### src/rtl/gdfs_pkg.sv
// ----------------------------------------------------------------------------
// gdfs_pkg
// Shared widths, command codes and types of the depth-first preorder unit.
// ----------------------------------------------------------------------------
`default_nettype none

package gdfs_pkg;

   // Fixed field widths of the item ports.
   localparam int ID_W  = 6;
   localparam int CMD_W = 2;

   // Command codes.
   localparam logic [CMD_W-1:0] CMD_CLEAR    = 2'd0;
   localparam logic [CMD_W-1:0] CMD_APPEND   = 2'd1;
   localparam logic [CMD_W-1:0] CMD_TRAVERSE = 2'd2;

   // Default sizing.
   localparam int DEF_MAX_NODES  = 64;
   localparam int DEF_MAX_DEGREE = 8;

   // One result item handed from the sequencer to the output register.
   typedef struct packed {
      logic            valid;
      logic            last;
      logic [ID_W-1:0] node;
      logic            overflow;
   } gdfs_push_type;

endpackage

`default_nettype wire

### src/rtl/gdfs_ram.sv
// ----------------------------------------------------------------------------
// gdfs_ram
// Generic simple dual-port RAM: one write port, one read port with a
// registered read. Read data holds while not read.
// ----------------------------------------------------------------------------
`default_nettype none

module gdfs_ram #(
   parameter int WIDTH = 1,
   parameter int DEPTH = 2
) (
   input  wire logic                     clock,
   input  wire logic                     wr_en,
   input  wire logic [$clog2(DEPTH)-1:0] wr_addr,
   input  wire logic [WIDTH-1:0]         wr_data,
   input  wire logic                     rd_en,
   input  wire logic [$clog2(DEPTH)-1:0] rd_addr,
   output logic      [WIDTH-1:0]         rd_data
);

   logic [WIDTH-1:0] mem_ff [DEPTH];
   logic [WIDTH-1:0] rd_data_ff;

   // Write port.
   always_ff @(posedge clock) begin
      if (wr_en) begin
         mem_ff[wr_addr] <= wr_data;
      end
   end

   // Registered read port.
   always_ff @(posedge clock) begin
      if (rd_en) begin
         rd_data_ff <= mem_ff[rd_addr];
      end
   end

   assign rd_data = rd_data_ff;

endmodule

`default_nettype wire

### src/rtl/gdfs_seq.sv
// ----------------------------------------------------------------------------
// gdfs_seq
// Command sequencer and walk engine. Holds the neighbor lists, degrees,
// visited map and walk stack in RAMs and steps the depth-first walk with
// one access per RAM per cycle. The top of stack lives in registers.
// ----------------------------------------------------------------------------
`default_nettype none

module gdfs_seq #(
   parameter int MAX_NODES  = gdfs_pkg::DEF_MAX_NODES,
   parameter int MAX_DEGREE = gdfs_pkg::DEF_MAX_DEGREE
) (
   input  wire logic                          clock,
   input  wire logic                          reset,
   input  wire logic                          req_valid,
   output logic                               req_stall,
   input  wire logic [gdfs_pkg::CMD_W-1:0]    req_cmd,
   input  wire logic [gdfs_pkg::ID_W-1:0]     req_node_id,
   input  wire logic [gdfs_pkg::ID_W-1:0]     req_neighbor_id,
   input  wire logic                          out_free,
   output gdfs_pkg::gdfs_push_type            push
);

   import gdfs_pkg::*;

   localparam int NODE_W   = $clog2(MAX_NODES);
   localparam int DEG_W    = $clog2(MAX_DEGREE + 1);
   localparam int DEPTH_W  = $clog2(MAX_NODES + 1);
   localparam int NB_DEPTH = MAX_NODES * MAX_DEGREE;
   localparam int NB_AW    = $clog2(NB_DEPTH);
   localparam int STK_W    = NODE_W + 2 * DEG_W;

   // Sequencer states.
   localparam logic [3:0] ST_IDLE    = 4'd0;
   localparam logic [3:0] ST_APP     = 4'd1;
   localparam logic [3:0] ST_SWEEP   = 4'd2;
   localparam logic [3:0] ST_ROOT    = 4'd3;
   localparam logic [3:0] ST_ROOT_RD = 4'd4;
   localparam logic [3:0] ST_WALK    = 4'd5;
   localparam logic [3:0] ST_NB_RD   = 4'd6;
   localparam logic [3:0] ST_VIS_RD  = 4'd7;
   localparam logic [3:0] ST_POP_RD  = 4'd8;
   localparam logic [3:0] ST_FIN     = 4'd9;

   // Control registers.
   logic [3:0]           state_ff, state_in;
   logic [MAX_NODES-1:0] deg_valid_ff, deg_valid_in;
   logic                 ovf_ff, ovf_in;
   logic [DEPTH_W-1:0]   depth_ff, depth_in;

   // Datapath registers.
   logic [NODE_W-1:0]    node_ff, node_in;
   logic [NODE_W-1:0]    nbr_ff, nbr_in;
   logic [NODE_W-1:0]    sweep_ff, sweep_in;
   logic [NODE_W-1:0]    top_node_ff, top_node_in;
   logic [DEG_W-1:0]     top_next_ff, top_next_in;
   logic [DEG_W-1:0]     top_deg_ff, top_deg_in;
   logic [NODE_W-1:0]    pend_ff, pend_in;
   logic [NODE_W-1:0]    cand_ff, cand_in;
   logic                 deg_vld_rd_ff, deg_vld_rd_in;

   // RAM ports.
   logic                 nb_wr_en, nb_rd_en;
   logic [NB_AW-1:0]     nb_wr_addr, nb_rd_addr;
   logic [NODE_W-1:0]    nb_wr_data, nb_rd_data;
   logic                 deg_wr_en, deg_rd_en;
   logic [NODE_W-1:0]    deg_wr_addr, deg_rd_addr;
   logic [DEG_W-1:0]     deg_wr_data, deg_rd_data;
   logic                 vis_wr_en, vis_rd_en;
   logic [NODE_W-1:0]    vis_wr_addr, vis_rd_addr;
   logic                 vis_wr_data, vis_rd_data;
   logic                 stk_wr_en, stk_rd_en;
   logic [NODE_W-1:0]    stk_wr_addr, stk_rd_addr;
   logic [STK_W-1:0]     stk_wr_data, stk_rd_data;

   // Helper values.
   logic                 node_ok, nbr_ok;
   logic [DEG_W-1:0]     deg_cur;
   logic                 has_next, fresh;
   logic [DEPTH_W-1:0]   depth_m1, depth_m2;
   logic [NB_AW-1:0]     walk_addr, app_addr;

   assign node_ok  = ({1'b0, req_node_id} < (ID_W + 1)'(MAX_NODES));
   assign nbr_ok   = ({1'b0, req_neighbor_id} < (ID_W + 1)'(MAX_NODES));
   assign deg_cur  = deg_vld_rd_ff ? deg_rd_data : '0;
   assign has_next = (top_next_ff < top_deg_ff);
   assign fresh    = !vis_rd_data && (depth_ff < DEPTH_W'(MAX_NODES));
   assign depth_m1 = depth_ff - DEPTH_W'(1);
   assign depth_m2 = depth_ff - DEPTH_W'(2);

   // Flat neighbor-store addresses: row of the node, column of the index.
   assign walk_addr = NB_AW'(top_node_ff) * NB_AW'(MAX_DEGREE) + NB_AW'(top_next_ff);
   assign app_addr  = NB_AW'(node_ff) * NB_AW'(MAX_DEGREE) + NB_AW'(deg_cur);

   assign req_stall = (state_ff != ST_IDLE);

   // Next-state and memory access control.
   always_comb begin
      state_in     = state_ff;
      deg_valid_in = deg_valid_ff;
      ovf_in       = ovf_ff;
      depth_in     = depth_ff;
      node_in      = node_ff;
      nbr_in       = nbr_ff;
      sweep_in     = sweep_ff;
      top_node_in  = top_node_ff;
      top_next_in  = top_next_ff;
      top_deg_in   = top_deg_ff;
      pend_in      = pend_ff;
      cand_in      = cand_ff;

      nb_wr_en     = 1'b0;
      nb_wr_addr   = app_addr;
      nb_wr_data   = nbr_ff;
      nb_rd_en     = 1'b0;
      nb_rd_addr   = walk_addr;
      deg_wr_en    = 1'b0;
      deg_wr_addr  = node_ff;
      deg_wr_data  = deg_cur + DEG_W'(1);
      deg_rd_en    = 1'b0;
      deg_rd_addr  = node_ff;
      vis_wr_en    = 1'b0;
      vis_wr_addr  = sweep_ff;
      vis_wr_data  = 1'b0;
      vis_rd_en    = 1'b0;
      vis_rd_addr  = nb_rd_data;
      stk_wr_en    = 1'b0;
      stk_wr_addr  = depth_m1[NODE_W-1:0];
      stk_wr_data  = {top_node_ff, top_next_ff, top_deg_ff};
      stk_rd_en    = 1'b0;
      stk_rd_addr  = depth_m2[NODE_W-1:0];

      push.valid    = 1'b0;
      push.last     = 1'b0;
      push.node     = ID_W'(pend_ff);
      push.overflow = ovf_ff;

      unique case (state_ff)
         ST_IDLE: begin
            if (req_valid) begin
               unique case (req_cmd)
                  CMD_CLEAR: begin
                     deg_valid_in = '0;
                  end
                  CMD_APPEND: begin
                     if (node_ok && nbr_ok) begin
                        node_in     = NODE_W'(req_node_id);
                        nbr_in      = NODE_W'(req_neighbor_id);
                        deg_rd_en   = 1'b1;
                        deg_rd_addr = NODE_W'(req_node_id);
                        state_in    = ST_APP;
                     end
                  end
                  CMD_TRAVERSE: begin
                     if (node_ok) begin
                        node_in  = NODE_W'(req_node_id);
                        sweep_in = '0;
                        state_in = ST_SWEEP;
                     end
                  end
                  default: begin
                  end
               endcase
            end
         end
         // Append: a full list drops the neighbor and flags it.
         ST_APP: begin
            if (deg_cur >= DEG_W'(MAX_DEGREE)) begin
               ovf_in = 1'b1;
            end else begin
               nb_wr_en              = 1'b1;
               deg_wr_en             = 1'b1;
               deg_valid_in[node_ff] = 1'b1;
            end
            state_in = ST_IDLE;
         end
         // Clear the visited map one entry per cycle.
         ST_SWEEP: begin
            vis_wr_en = 1'b1;
            if (sweep_ff == NODE_W'(MAX_NODES - 1)) begin
               state_in = ST_ROOT;
            end else begin
               sweep_in = sweep_ff + NODE_W'(1);
            end
         end
         ST_ROOT: begin
            vis_wr_en   = 1'b1;
            vis_wr_addr = node_ff;
            vis_wr_data = 1'b1;
            deg_rd_en   = 1'b1;
            state_in    = ST_ROOT_RD;
         end
         ST_ROOT_RD: begin
            top_node_in = node_ff;
            top_next_in = '0;
            top_deg_in  = deg_cur;
            depth_in    = DEPTH_W'(1);
            pend_in     = node_ff;
            state_in    = ST_WALK;
         end
         // Fetch the next neighbor of the top node, pop it, or finish at the root.
         ST_WALK: begin
            if (has_next) begin
               nb_rd_en    = 1'b1;
               top_next_in = top_next_ff + DEG_W'(1);
               state_in    = ST_NB_RD;
            end else if (depth_ff == DEPTH_W'(1)) begin
               state_in = ST_FIN;
            end else begin
               depth_in  = depth_m1;
               stk_rd_en = 1'b1;
               state_in  = ST_POP_RD;
            end
         end
         // Look up the candidate's visited bit and degree.
         ST_NB_RD: begin
            cand_in     = nb_rd_data;
            vis_rd_en   = 1'b1;
            deg_rd_en   = 1'b1;
            deg_rd_addr = nb_rd_data;
            state_in    = ST_VIS_RD;
         end
         // A new node is pushed and held as the old held node is emitted; otherwise try the next entry.
         ST_VIS_RD: begin
            if (fresh) begin
               if (out_free) begin
                  push.valid  = 1'b1;
                  vis_wr_en   = 1'b1;
                  vis_wr_addr = cand_ff;
                  vis_wr_data = 1'b1;
                  stk_wr_en   = 1'b1;
                  top_node_in = cand_ff;
                  top_next_in = '0;
                  top_deg_in  = deg_cur;
                  depth_in    = depth_ff + DEPTH_W'(1);
                  pend_in     = cand_ff;
                  state_in    = ST_WALK;
               end
            end else if (has_next) begin
               nb_rd_en    = 1'b1;
               top_next_in = top_next_ff + DEG_W'(1);
               state_in    = ST_NB_RD;
            end else begin
               state_in = ST_WALK;
            end
         end
         ST_POP_RD: begin
            {top_node_in, top_next_in, top_deg_in} = stk_rd_data;
            state_in = ST_WALK;
         end
         // The held node is the final one of the walk.
         ST_FIN: begin
            if (out_free) begin
               push.valid = 1'b1;
               push.last  = 1'b1;
               state_in   = ST_IDLE;
            end
         end
         default: begin
            state_in = ST_IDLE;
         end
      endcase
   end

   // Valid bit of the degree entry travels with the registered read.
   assign deg_vld_rd_in = deg_rd_en ? deg_valid_ff[deg_rd_addr] : deg_vld_rd_ff;

   // Control state.
   always_ff @(posedge clock) begin
      if (reset) begin
         state_ff     <= ST_IDLE;
         deg_valid_ff <= '0;
         ovf_ff       <= 1'b0;
         depth_ff     <= '0;
      end else begin
         state_ff     <= state_in;
         deg_valid_ff <= deg_valid_in;
         ovf_ff       <= ovf_in;
         depth_ff     <= depth_in;
      end
   end

   // Datapath registers.
   always_ff @(posedge clock) begin
      node_ff       <= node_in;
      nbr_ff        <= nbr_in;
      sweep_ff      <= sweep_in;
      top_node_ff   <= top_node_in;
      top_next_ff   <= top_next_in;
      top_deg_ff    <= top_deg_in;
      pend_ff       <= pend_in;
      cand_ff       <= cand_in;
      deg_vld_rd_ff <= deg_vld_rd_in;
   end

   // Neighbor lists, one row of MAX_DEGREE entries per node.
   gdfs_ram #(.WIDTH(NODE_W), .DEPTH(NB_DEPTH)) u_nb_ram (
      .clock   (clock),
      .wr_en   (nb_wr_en),
      .wr_addr (nb_wr_addr),
      .wr_data (nb_wr_data),
      .rd_en   (nb_rd_en),
      .rd_addr (nb_rd_addr),
      .rd_data (nb_rd_data)
   );

   // List lengths; entries without a valid bit read as zero.
   gdfs_ram #(.WIDTH(DEG_W), .DEPTH(MAX_NODES)) u_deg_ram (
      .clock   (clock),
      .wr_en   (deg_wr_en),
      .wr_addr (deg_wr_addr),
      .wr_data (deg_wr_data),
      .rd_en   (deg_rd_en),
      .rd_addr (deg_rd_addr),
      .rd_data (deg_rd_data)
   );

   // Visited map, swept clear at the start of every walk.
   gdfs_ram #(.WIDTH(1), .DEPTH(MAX_NODES)) u_vis_ram (
      .clock   (clock),
      .wr_en   (vis_wr_en),
      .wr_addr (vis_wr_addr),
      .wr_data (vis_wr_data),
      .rd_en   (vis_rd_en),
      .rd_addr (vis_rd_addr),
      .rd_data (vis_rd_data)
   );

   // Walk stack below the top entry.
   gdfs_ram #(.WIDTH(STK_W), .DEPTH(MAX_NODES)) u_stk_ram (
      .clock   (clock),
      .wr_en   (stk_wr_en),
      .wr_addr (stk_wr_addr),
      .wr_data (stk_wr_data),
      .rd_en   (stk_rd_en),
      .rd_addr (stk_rd_addr),
      .rd_data (stk_rd_data)
   );

endmodule

`default_nettype wire

### src/rtl/graph_dfs_preorder_unit.sv
// ----------------------------------------------------------------------------
// graph_dfs_preorder_unit
// Directed graph store with depth-first preorder traversal.
//
//   Channel  Ports                                        Direction
//   req      req_valid/req_stall, cmd, node_id,           in
//            neighbor_id
//   rsp      rsp_valid/rsp_stall, visited_node, last,     out
//            list_overflow
//
// Clear is applied on acceptance; append reads the list length, then writes.
// A traverse first sweeps the visited map, then sets up the root, scans each
// neighbor entry and pops each finished node; one access per RAM port per
// cycle and the registered RAM reads set the length of each step.
// Reset is synchronous and empties all lists and clears the overflow flag.
// A stalled result holds the walk; the next item is taken once the final
// node sits in the output register.
// ----------------------------------------------------------------------------
`default_nettype none

module graph_dfs_preorder_unit #(
   parameter int MAX_NODES  = gdfs_pkg::DEF_MAX_NODES,
   parameter int MAX_DEGREE = gdfs_pkg::DEF_MAX_DEGREE
) (
   input  wire logic                       clock,
   input  wire logic                       reset,
   input  wire logic                       req_valid,
   output logic                            req_stall,
   input  wire logic [gdfs_pkg::CMD_W-1:0] req_cmd,
   input  wire logic [gdfs_pkg::ID_W-1:0]  req_node_id,
   input  wire logic [gdfs_pkg::ID_W-1:0]  req_neighbor_id,
   output logic                            rsp_valid,
   input  wire logic                       rsp_stall,
   output logic [gdfs_pkg::ID_W-1:0]       rsp_visited_node,
   output logic                            rsp_last,
   output logic                            rsp_list_overflow
);

   import gdfs_pkg::*;

   gdfs_push_type     push;
   logic              out_free;
   logic              rsp_valid_ff, rsp_valid_in;
   logic [ID_W-1:0]   node_ff;
   logic              last_ff;
   logic              ovf_ff;

   gdfs_seq #(.MAX_NODES(MAX_NODES), .MAX_DEGREE(MAX_DEGREE)) u_seq (
      .clock           (clock),
      .reset           (reset),
      .req_valid       (req_valid),
      .req_stall       (req_stall),
      .req_cmd         (req_cmd),
      .req_node_id     (req_node_id),
      .req_neighbor_id (req_neighbor_id),
      .out_free        (out_free),
      .push            (push)
   );

   // Output register: free when empty or being taken this cycle.
   assign out_free     = !rsp_valid_ff || !rsp_stall;
   assign rsp_valid_in = push.valid || (rsp_valid_ff && rsp_stall);

   always_ff @(posedge clock) begin
      if (reset) begin
         rsp_valid_ff <= 1'b0;
      end else begin
         rsp_valid_ff <= rsp_valid_in;
      end
   end

   // Result payload loads with each new item.
   always_ff @(posedge clock) begin
      if (push.valid) begin
         node_ff <= push.node;
         last_ff <= push.last;
         ovf_ff  <= push.overflow;
      end
   end

   assign rsp_valid         = rsp_valid_ff;
   assign rsp_visited_node  = node_ff;
   assign rsp_last          = last_ff;
   assign rsp_list_overflow = ovf_ff;

endmodule

`default_nettype wire

### config.mk
export PLATFORM = sky130hd
export DESIGN_NAME = graph_dfs_preorder_unit
export DESIGN_NICKNAME = d
export VERILOG_FILES = /design/src/rtl/gdfs_pkg.sv /design/src/rtl/gdfs_ram.sv /design/src/rtl/gdfs_seq.sv /design/src/rtl/graph_dfs_preorder_unit.sv
export SDC_FILE = /design/constraint.sdc
export NUM_CORES = 2
export LEC_CHECK = 0
export BUFFER_PORTS_ARGS = -buffer_cell sky130_fd_sc_hd__buf_2
export CORE_MARGIN = 2
export CORE_UTILIZATION = 42
export CTS_BUF_LIST = sky130_fd_sc_hd__clkbuf_16
export DETAILED_ROUTE_END_ITERATION = 10
export PLACE_DENSITY = 0.63
export SLEW_MARGIN = 40
export SYNTH_ARGS = -nofsm -noshare
export SYNTH_HDL_FRONTEND = slang
export SYNTH_MEMORY_MAX_BITS = 65536
export SYNTH_SLANG_ARGS = --single-unit
export TNS_END_PERCENT = 20
### constraint.sdc
create_clock -name clock -period 8.05 [get_ports clock]
set_clock_uncertainty 0.15 [all_clocks]
set_input_delay 0.805 -clock clock [delete_from_list [all_inputs] [get_ports clock]]
set_output_delay 0.805 -clock clock [all_outputs]
set_load 0.005 [all_outputs]
After elaboration in Yosys (flattened, before gate mapping)

Memory sizes are Yosys's and may differ from the RTL's. A register that Yosys moved wholly into a read port is not among the register bits.
Cells that the tools add are included.
Widths: inputs -> output; s select.

Add/sub/neg operators: 8
Magnitude comparators: 6
Equality and inequality tests: 26
Muxes and demuxes: 69
Bitwise logic cells: 1
Reduce and logical (&&, ||, !) cells: 31

Operators with widths:

| cell                | number |
|---|---|
| $mux 64             | 3 |
| $pmux 64 s2         | 1 |
| $or 64x64->64       | 1 |
| $mux 6              | 9 |
| $pmux 6 s2          | 4 |
| $mux 4              | 11 |
| $pmux 4 s8          | 1 |
| $mux 7              | 4 |
| $mux 1              | 22 |
| $pmux 7 s3          | 1 |
| $add 9x4->9         | 2 |
| $ne 2x2->1 const B  | 9 |
| $pmux 6 s3          | 1 |
| $eq 4x3->1 const B  | 4 |
| $pmux 4 s4          | 1 |
| $lt 6x7->1 const B  | 2 |
| $pmux 4 s3          | 1 |
| $reduce_and 3->1    | 4 |
| $pmux 1 s2          | 5 |
| $reduce_and 5->1    | 2 |
| $add 4x1->4 const B | 2 |
| $eq 4x2->1 const B  | 2 |
| $eq 4x4->1 const B  | 2 |
| $pmux 4 s2          | 1 |
| 29 further kinds    | 46 |

Bits in registers: 130
RAM bits: 4288
Output and inout port bits: 10
Memories: 4

Memories:

| memory                 | depth | bits a word | read ports | clocked after Yosys merged registers in | wr ports | RTL line       | RTL |
|---|---|---|---|---|---|---|---|
| u_seq.u_nb_ram.mem_ff  | 512   | 6           | 1          | 1                                       | 1        | gdfs_ram.sv:21 | `logic [WIDTH-1:0] mem_ff [DEPTH];` |
| u_seq.u_stk_ram.mem_ff | 64    | 14          | 1          | 1                                       | 1        | gdfs_ram.sv:21 |  |
| u_seq.u_deg_ram.mem_ff | 64    | 4           | 1          | 1                                       | 1        | gdfs_ram.sv:21 |  |
| u_seq.u_vis_ram.mem_ff | 64    | 1           | 1          | 1                                       | 1        | gdfs_ram.sv:21 |  |

Logic depth before layout (Yosys ltp)

Depth after elaboration: 7
Gate-level depth with buffers: 13

Hierarchy

A second synthesis with hierarchy kept.

Cell total of the unflattened synthesis: 9237
Area total of the unflattened synthesis: 177351.3 um2

Modules (own cells, without submodules):

| module                      | instances | cells an instance | area an instance (um2) | seq. area each (um2) |
|---|---|---|---|---|
| gdfs_ram at u_seq.u_nb_ram  | 1         | 6231              | 122517.5               | 92428.6 |
| gdfs_ram at u_seq.u_stk_ram | 1         | 1571              | 35018.6                | 27326.2 |
| gdfs_ram at u_seq.u_deg_ram | 1         | 530               | 10366.2                | 7807.5 |
| gdfs_seq                    | 1         | 689               | 6252.2                 | 2872.8 |
| gdfs_ram at u_seq.u_vis_ram | 1         | 204               | 2924.1                 | 1951.9 |
| graph_dfs_preorder_unit     | 1         | 12                | 272.8                  | 260.2 |

Least setup slack after synthesis

Ideal clock, no wire load.

Path kind: reg2reg
Start: register u_seq.nbr_ff[0] (netlist: u_seq.nb_wr_data[0])
End: memory u_seq.u_nb_ram.mem_ff[0][0] (netlist bit), data pin
Setup time: 1435 ps
Data arrival time: 6158 ps
Slack: 307 ps
Cell stages (with the launch flop): 1
Period minus slack after synthesis: 7743 ps
Cells stage by stage: edfxtp_1

RTL lines:

| item                   | RTL line        | RTL |
|---|---|---|
| start, declared        | gdfs_seq.sv:53  | `logic [NODE_W-1:0] nbr_ff, nbr_in;` |
| start signal, assigned | gdfs_seq.sv:286 | `nbr_ff <= nbr_in;` |
| end, declared          | gdfs_ram.sv:21  |  |

No word-level cell before the write port.

Final worst setup path

Start: register u_seq.top_next_ff[2]
End: register u_seq.u_nb_ram.rd_data_ff[0] (netlist: u_seq.u_nb_ram.rd_data[0]), read port of u_seq.u_nb_ram.mem_ff, data pin

Word-level cells in the longest chain between the ends: 4

Ends and longest elaborated chain:

| item                   | RTL line                         | RTL |
|---|---|---|
| start, declared        | gdfs_seq.sv:56                   | `logic [DEG_W-1:0] top_next_ff, top_next_in;` |
| start signal, assigned | gdfs_seq.sv:289                  | `top_next_ff <= top_next_in;` |
| $lt 4x4->1             | gdfs_seq.sv:86                   | `assign has_next = (top_next_ff < top_deg_ff);` |
| $mux 1                 | gdfs_seq.sv:203, gdfs_seq.sv:239 |  |
| $mux 1                 | gdfs_seq.sv:225                  | `if (fresh) begin` |
| $pmux 1 s2             | gdfs_seq.sv:138                  | `unique case (state_ff)` |
| end, declared          | gdfs_ram.sv:22                   | `logic [WIDTH-1:0] rd_data_ff;` |

Several ways; a longest one is shown, not always the timed one.
A chain may end at the register's enable or synchronous reset.

==> flow_metrics.tcl <==
set metrics [dict create \
    insertion_delay_ns 1.00 \
    power_density_nw_per_um2 273 \
    peakVddDrop_mv 0.216 \
    grt.overflow.total 0 \
    dieArea_um2 421000 \
    synth-edff-count 4366 \
    initial_core_util_pct 42.3 \
    hpwl_um 266000 \
    cts_made_buffers 434 \
    cts_sinks 4443 \
    synthCells 9505 \
    clock.fmax_ghz 0.185 \
    arrival_ns 6.12 \
    io_buffers 27 \
    die_x_um 649 \
    end_kind "register" \
    antenna_found_initial 23 \
    dr.pass1.iters 6 \
    nets 9661 \
    crit_path_frequent_cell "buf_4" \
    finalWirelength_um 449000 \
    crit_cells 10 \
    worstPathMaxFanout 45 \
    hold_viol 0 \
    fin_crit_ns 5.40 \
    hold_slack_ns 0.186 \
    layout-drive-gt1-share_pct 17.2 \
    mostFrequentLayoutCell "edfxtp_1" \
    cpLargestDelayFamily "simple AND/OR/NAND/NOR gates" \
    regArea_um2 133000 \
    yosysTopAreaCellShare_pct 75.0 \
    setup_viol 0 \
    grt_pass1_vias 92077 \
    sw_frac_of_total_pct 25.5 \
    hold_path_class "primary input to register" \
    rows 236 \
    final_cells 15459 \
    fp.dieH_um 649 \
    seq_power_share_pct 48.3 \
    syn_avg_cell_area_um2 18.4 \
    p_int_mw 40.0 \
    drv_cap 0 \
    rsz0062_at_grt "no" \
    cp_data_required_time_ns 8.77 \
    drt_iter0_drc 11927 \
    relSlewSlack_pct 37.4 \
    path_class "register to register" \
    nFillCells 33616 \
    cts_buffer_depth 4 \
    grt_max_degree 201 \
    worst_pin_slew_ns 0.938 \
    synth_top_cell_by_area "edfxtp_1" \
    yosys_warnings 0 \
    drt-wirelength-per-cell_um 29.1 \
    startpoint_type "register" \
    vias 92644 \
    slew_viol_final 0 \
    p_comb_share_pct 13.6 \
    cp_slowest_stage_delay_ns 0.77 \
    viasPerCell 5.99 \
    grt_pass1_wl_um 650000 \
    drc_errors 0 \
    crit_buf_inv 3 \
    power_frac_clock_pct 38.2 \
    synth_area_um2 175000 \
    multiInputGateArea_um2 40400 \
    cts_tree "built" \
    final_cell_mix "edfxtp_1 (4366), nor2_1 (873), mux2i_1 (830), mux4_2 (687), clkbuf_16 (442)" \
    synth_nets 9544 \
    ys_seq_area_share_pct 75.9 \
    min_path_cells 2 \
    synth-seq-cells 4443 \
    slowest_stage "nor4_1" \
    gp_congestion 0.849 \
    period_share_pct 67.1 \
    crit_chain "buf_4, nand2b_4, buf_4, buf_4, o221ai_1, o22ai_1, o21ai_0, nand4_1, nor4_1, or4_1" \
    status "finished clean" \
    yosysUniqueCellTypes 71 \
    io_pins 28 \
    async_flop_share_pct 0 \
    cts.htree.levels 5 \
    coreArea_um2 414000 \
    synthFlopType "edfxtp_1" \
    dpl.cell_count 14636 \
    yosys-top-cells-area "edfxtp_1 (75%), mux4_2 (8.9%), mux2i_1 (4.8%)" \
    switching_power_mw 13.7 \
    path_clk_slew_ns 0.07 \
    power.leakage_nw 61.6 \
    synthToLayoutAreaGrowth_pct 12.8 \
    finalSetupTns_ns 0 \
    ant_nets 0 \
    track_usage_pct 20.8 \
    clockRootBuffer "clkbuf_16" \
    reg2regPathDepth 10 \
]
==> flip-flops by register name (all words and copies together), names as in the netlist, 4 cells and up <==
name / count
rsp_visited_node: 6
u_seq.cand_ff: 6
u_seq.deg_valid_ff: 64
u_seq.deg_wr_addr: 6
u_seq.depth_ff: 7
u_seq.nb_wr_data: 6
u_seq.pend_ff: 6
u_seq.state_ff: 4
u_seq.sweep_ff: 6
u_seq.top_deg_ff: 4
u_seq.top_next_ff: 4
u_seq.top_node_ff: 6
u_seq.u_deg_ram.mem_ff: 256
u_seq.u_deg_ram.rd_data: 4
u_seq.u_nb_ram.mem_ff: 3072
u_seq.u_nb_ram.rd_data: 6
u_seq.u_stk_ram.mem_ff: 896
u_seq.u_stk_ram.rd_data: 14
u_seq.u_vis_ram.mem_ff: 64
==> power groups by stage <==
stage	clock (mW)	sequential (mW)	combinational (mW)
final	20.5	25.9	7.29
after global routing	21.6	25.9	7.67
after CTS	20.8	25.9	7.25
after detailed placement	0	26.4	7.22
after global placement	0	26.4	7.02
after floorplan	0	26.7	4.28
==> repair_timing <==
action / in CTS / in global routing
gates resized for setup: 0 / 0
hold endpoints to repair: 26 / 0
buffers inserted: 0 / 0
hold buffers: 15 / 0
==> kinds of logic (layout without fill, tap and decap cells) <==
kind of cell	after synthesis	in the layout	synth area share (%)
simple gates	1571	1571	3.77
xor+xnor	24	24	0.120
fa+ha+maj	21	21	0.150
flops	4443	4443	75.9
other cells	0	6	0
mux	1522	1522	13.6
compound gates	1304	1304	4.96
buf+inv	620	1094	1.49
==> cell usage after synthesis, types with 6 or more instances <==
cell	count
ha_1	21
inv_1	19
a21boi_0	6
buf_4	11
and3_1	35
or2_2	7
a21oi_1	358
or4_1	7
nand2b_1	18
o32ai_1	17
nor2b_1	24
a31oi_1	15
o22ai_1	229
mux4_2	687
edfxtp_1	4366
nand2_1	364
dfxtp_1	77
xnor2_1	16
nor2_1	905
nand4_1	30
or3_1	7
o221ai_1	373
a21o_1	13
clkbuf_1	349
mux2i_1	832
nand3_1	79
nor3_1	37
xor2_1	8
o21ai_0	195
buf_2	160
and2_1	21
nor4_1	14
a2111oi_0	20
and4_1	10
buf_1	71
a211oi_1	33
==> worst reg2reg max path, cell delays in order, from the launching register on <==
cell	delay [ns]
edfxtp_1	0.62
buf_4	0.54
nand2b_4	0.51
buf_4	0.49
buf_4	0.43
o221ai_1	0.33
o22ai_1	0.14
o21ai_0	0.58
nand4_1	0.50
nor4_1	0.77
or4_1	0.23
==> worst paths after layout <==
check	startpoint	endpoint	slack (ns)
worst max register to register	u_seq.top_next_ff[2]	u_seq.u_nb_ram.rd_data[0]	2.65
worst min register to register	u_seq.pend_ff[4]	rsp_visited_node[4]	0.28
worst min-delay path	req_valid	u_seq.sweep_ff[2]	0.19
worst max-delay path	u_seq.top_next_ff[2]	u_seq.u_nb_ram.rd_data[0]	2.65
==> metrics by stage <==
step	setup slack, ns	area, µm²	util [%]	total power, mW
floorplan	0.307	175000	-	31.0
global placement	2.53	182000	43.9	33.5
detailed placement	2.80	182000	44.1	33.6
CTS	2.76	197000	47.6	53.9
global route	2.48	197000	47.7	55.2
finish	2.65	197000	47.7	53.7
==> final cells by class <==
| cell class | count | share of cell area, % |
|---|---|---|
| clock inverters | 351 | 1.67 |
| inverters | 23 | 0.0489 |
| diodes | 6 | 0.00761 |
| clock buffers | 442 | 5.61 |
| well taps | 5474 | 3.47 |
| multi-input cells | 4442 | 20.5 |
| repair buffers | 278 | 1.43 |
| flip-flops and latches | 4443 | 67.3 |
==> per-layer routing <==
metal / share of wire [%] / up-vias / track usage [%]
li1: - / 38969 / -
met1: 41 / 48408 / 29.1
met2: 48 / 4519 / 33.6
met3: 8.3 / 748 / 3.16
met4: 3.2 / 0 / 6.51
met5: 0 / - / 0
Power figures use the tool's default switching activity.
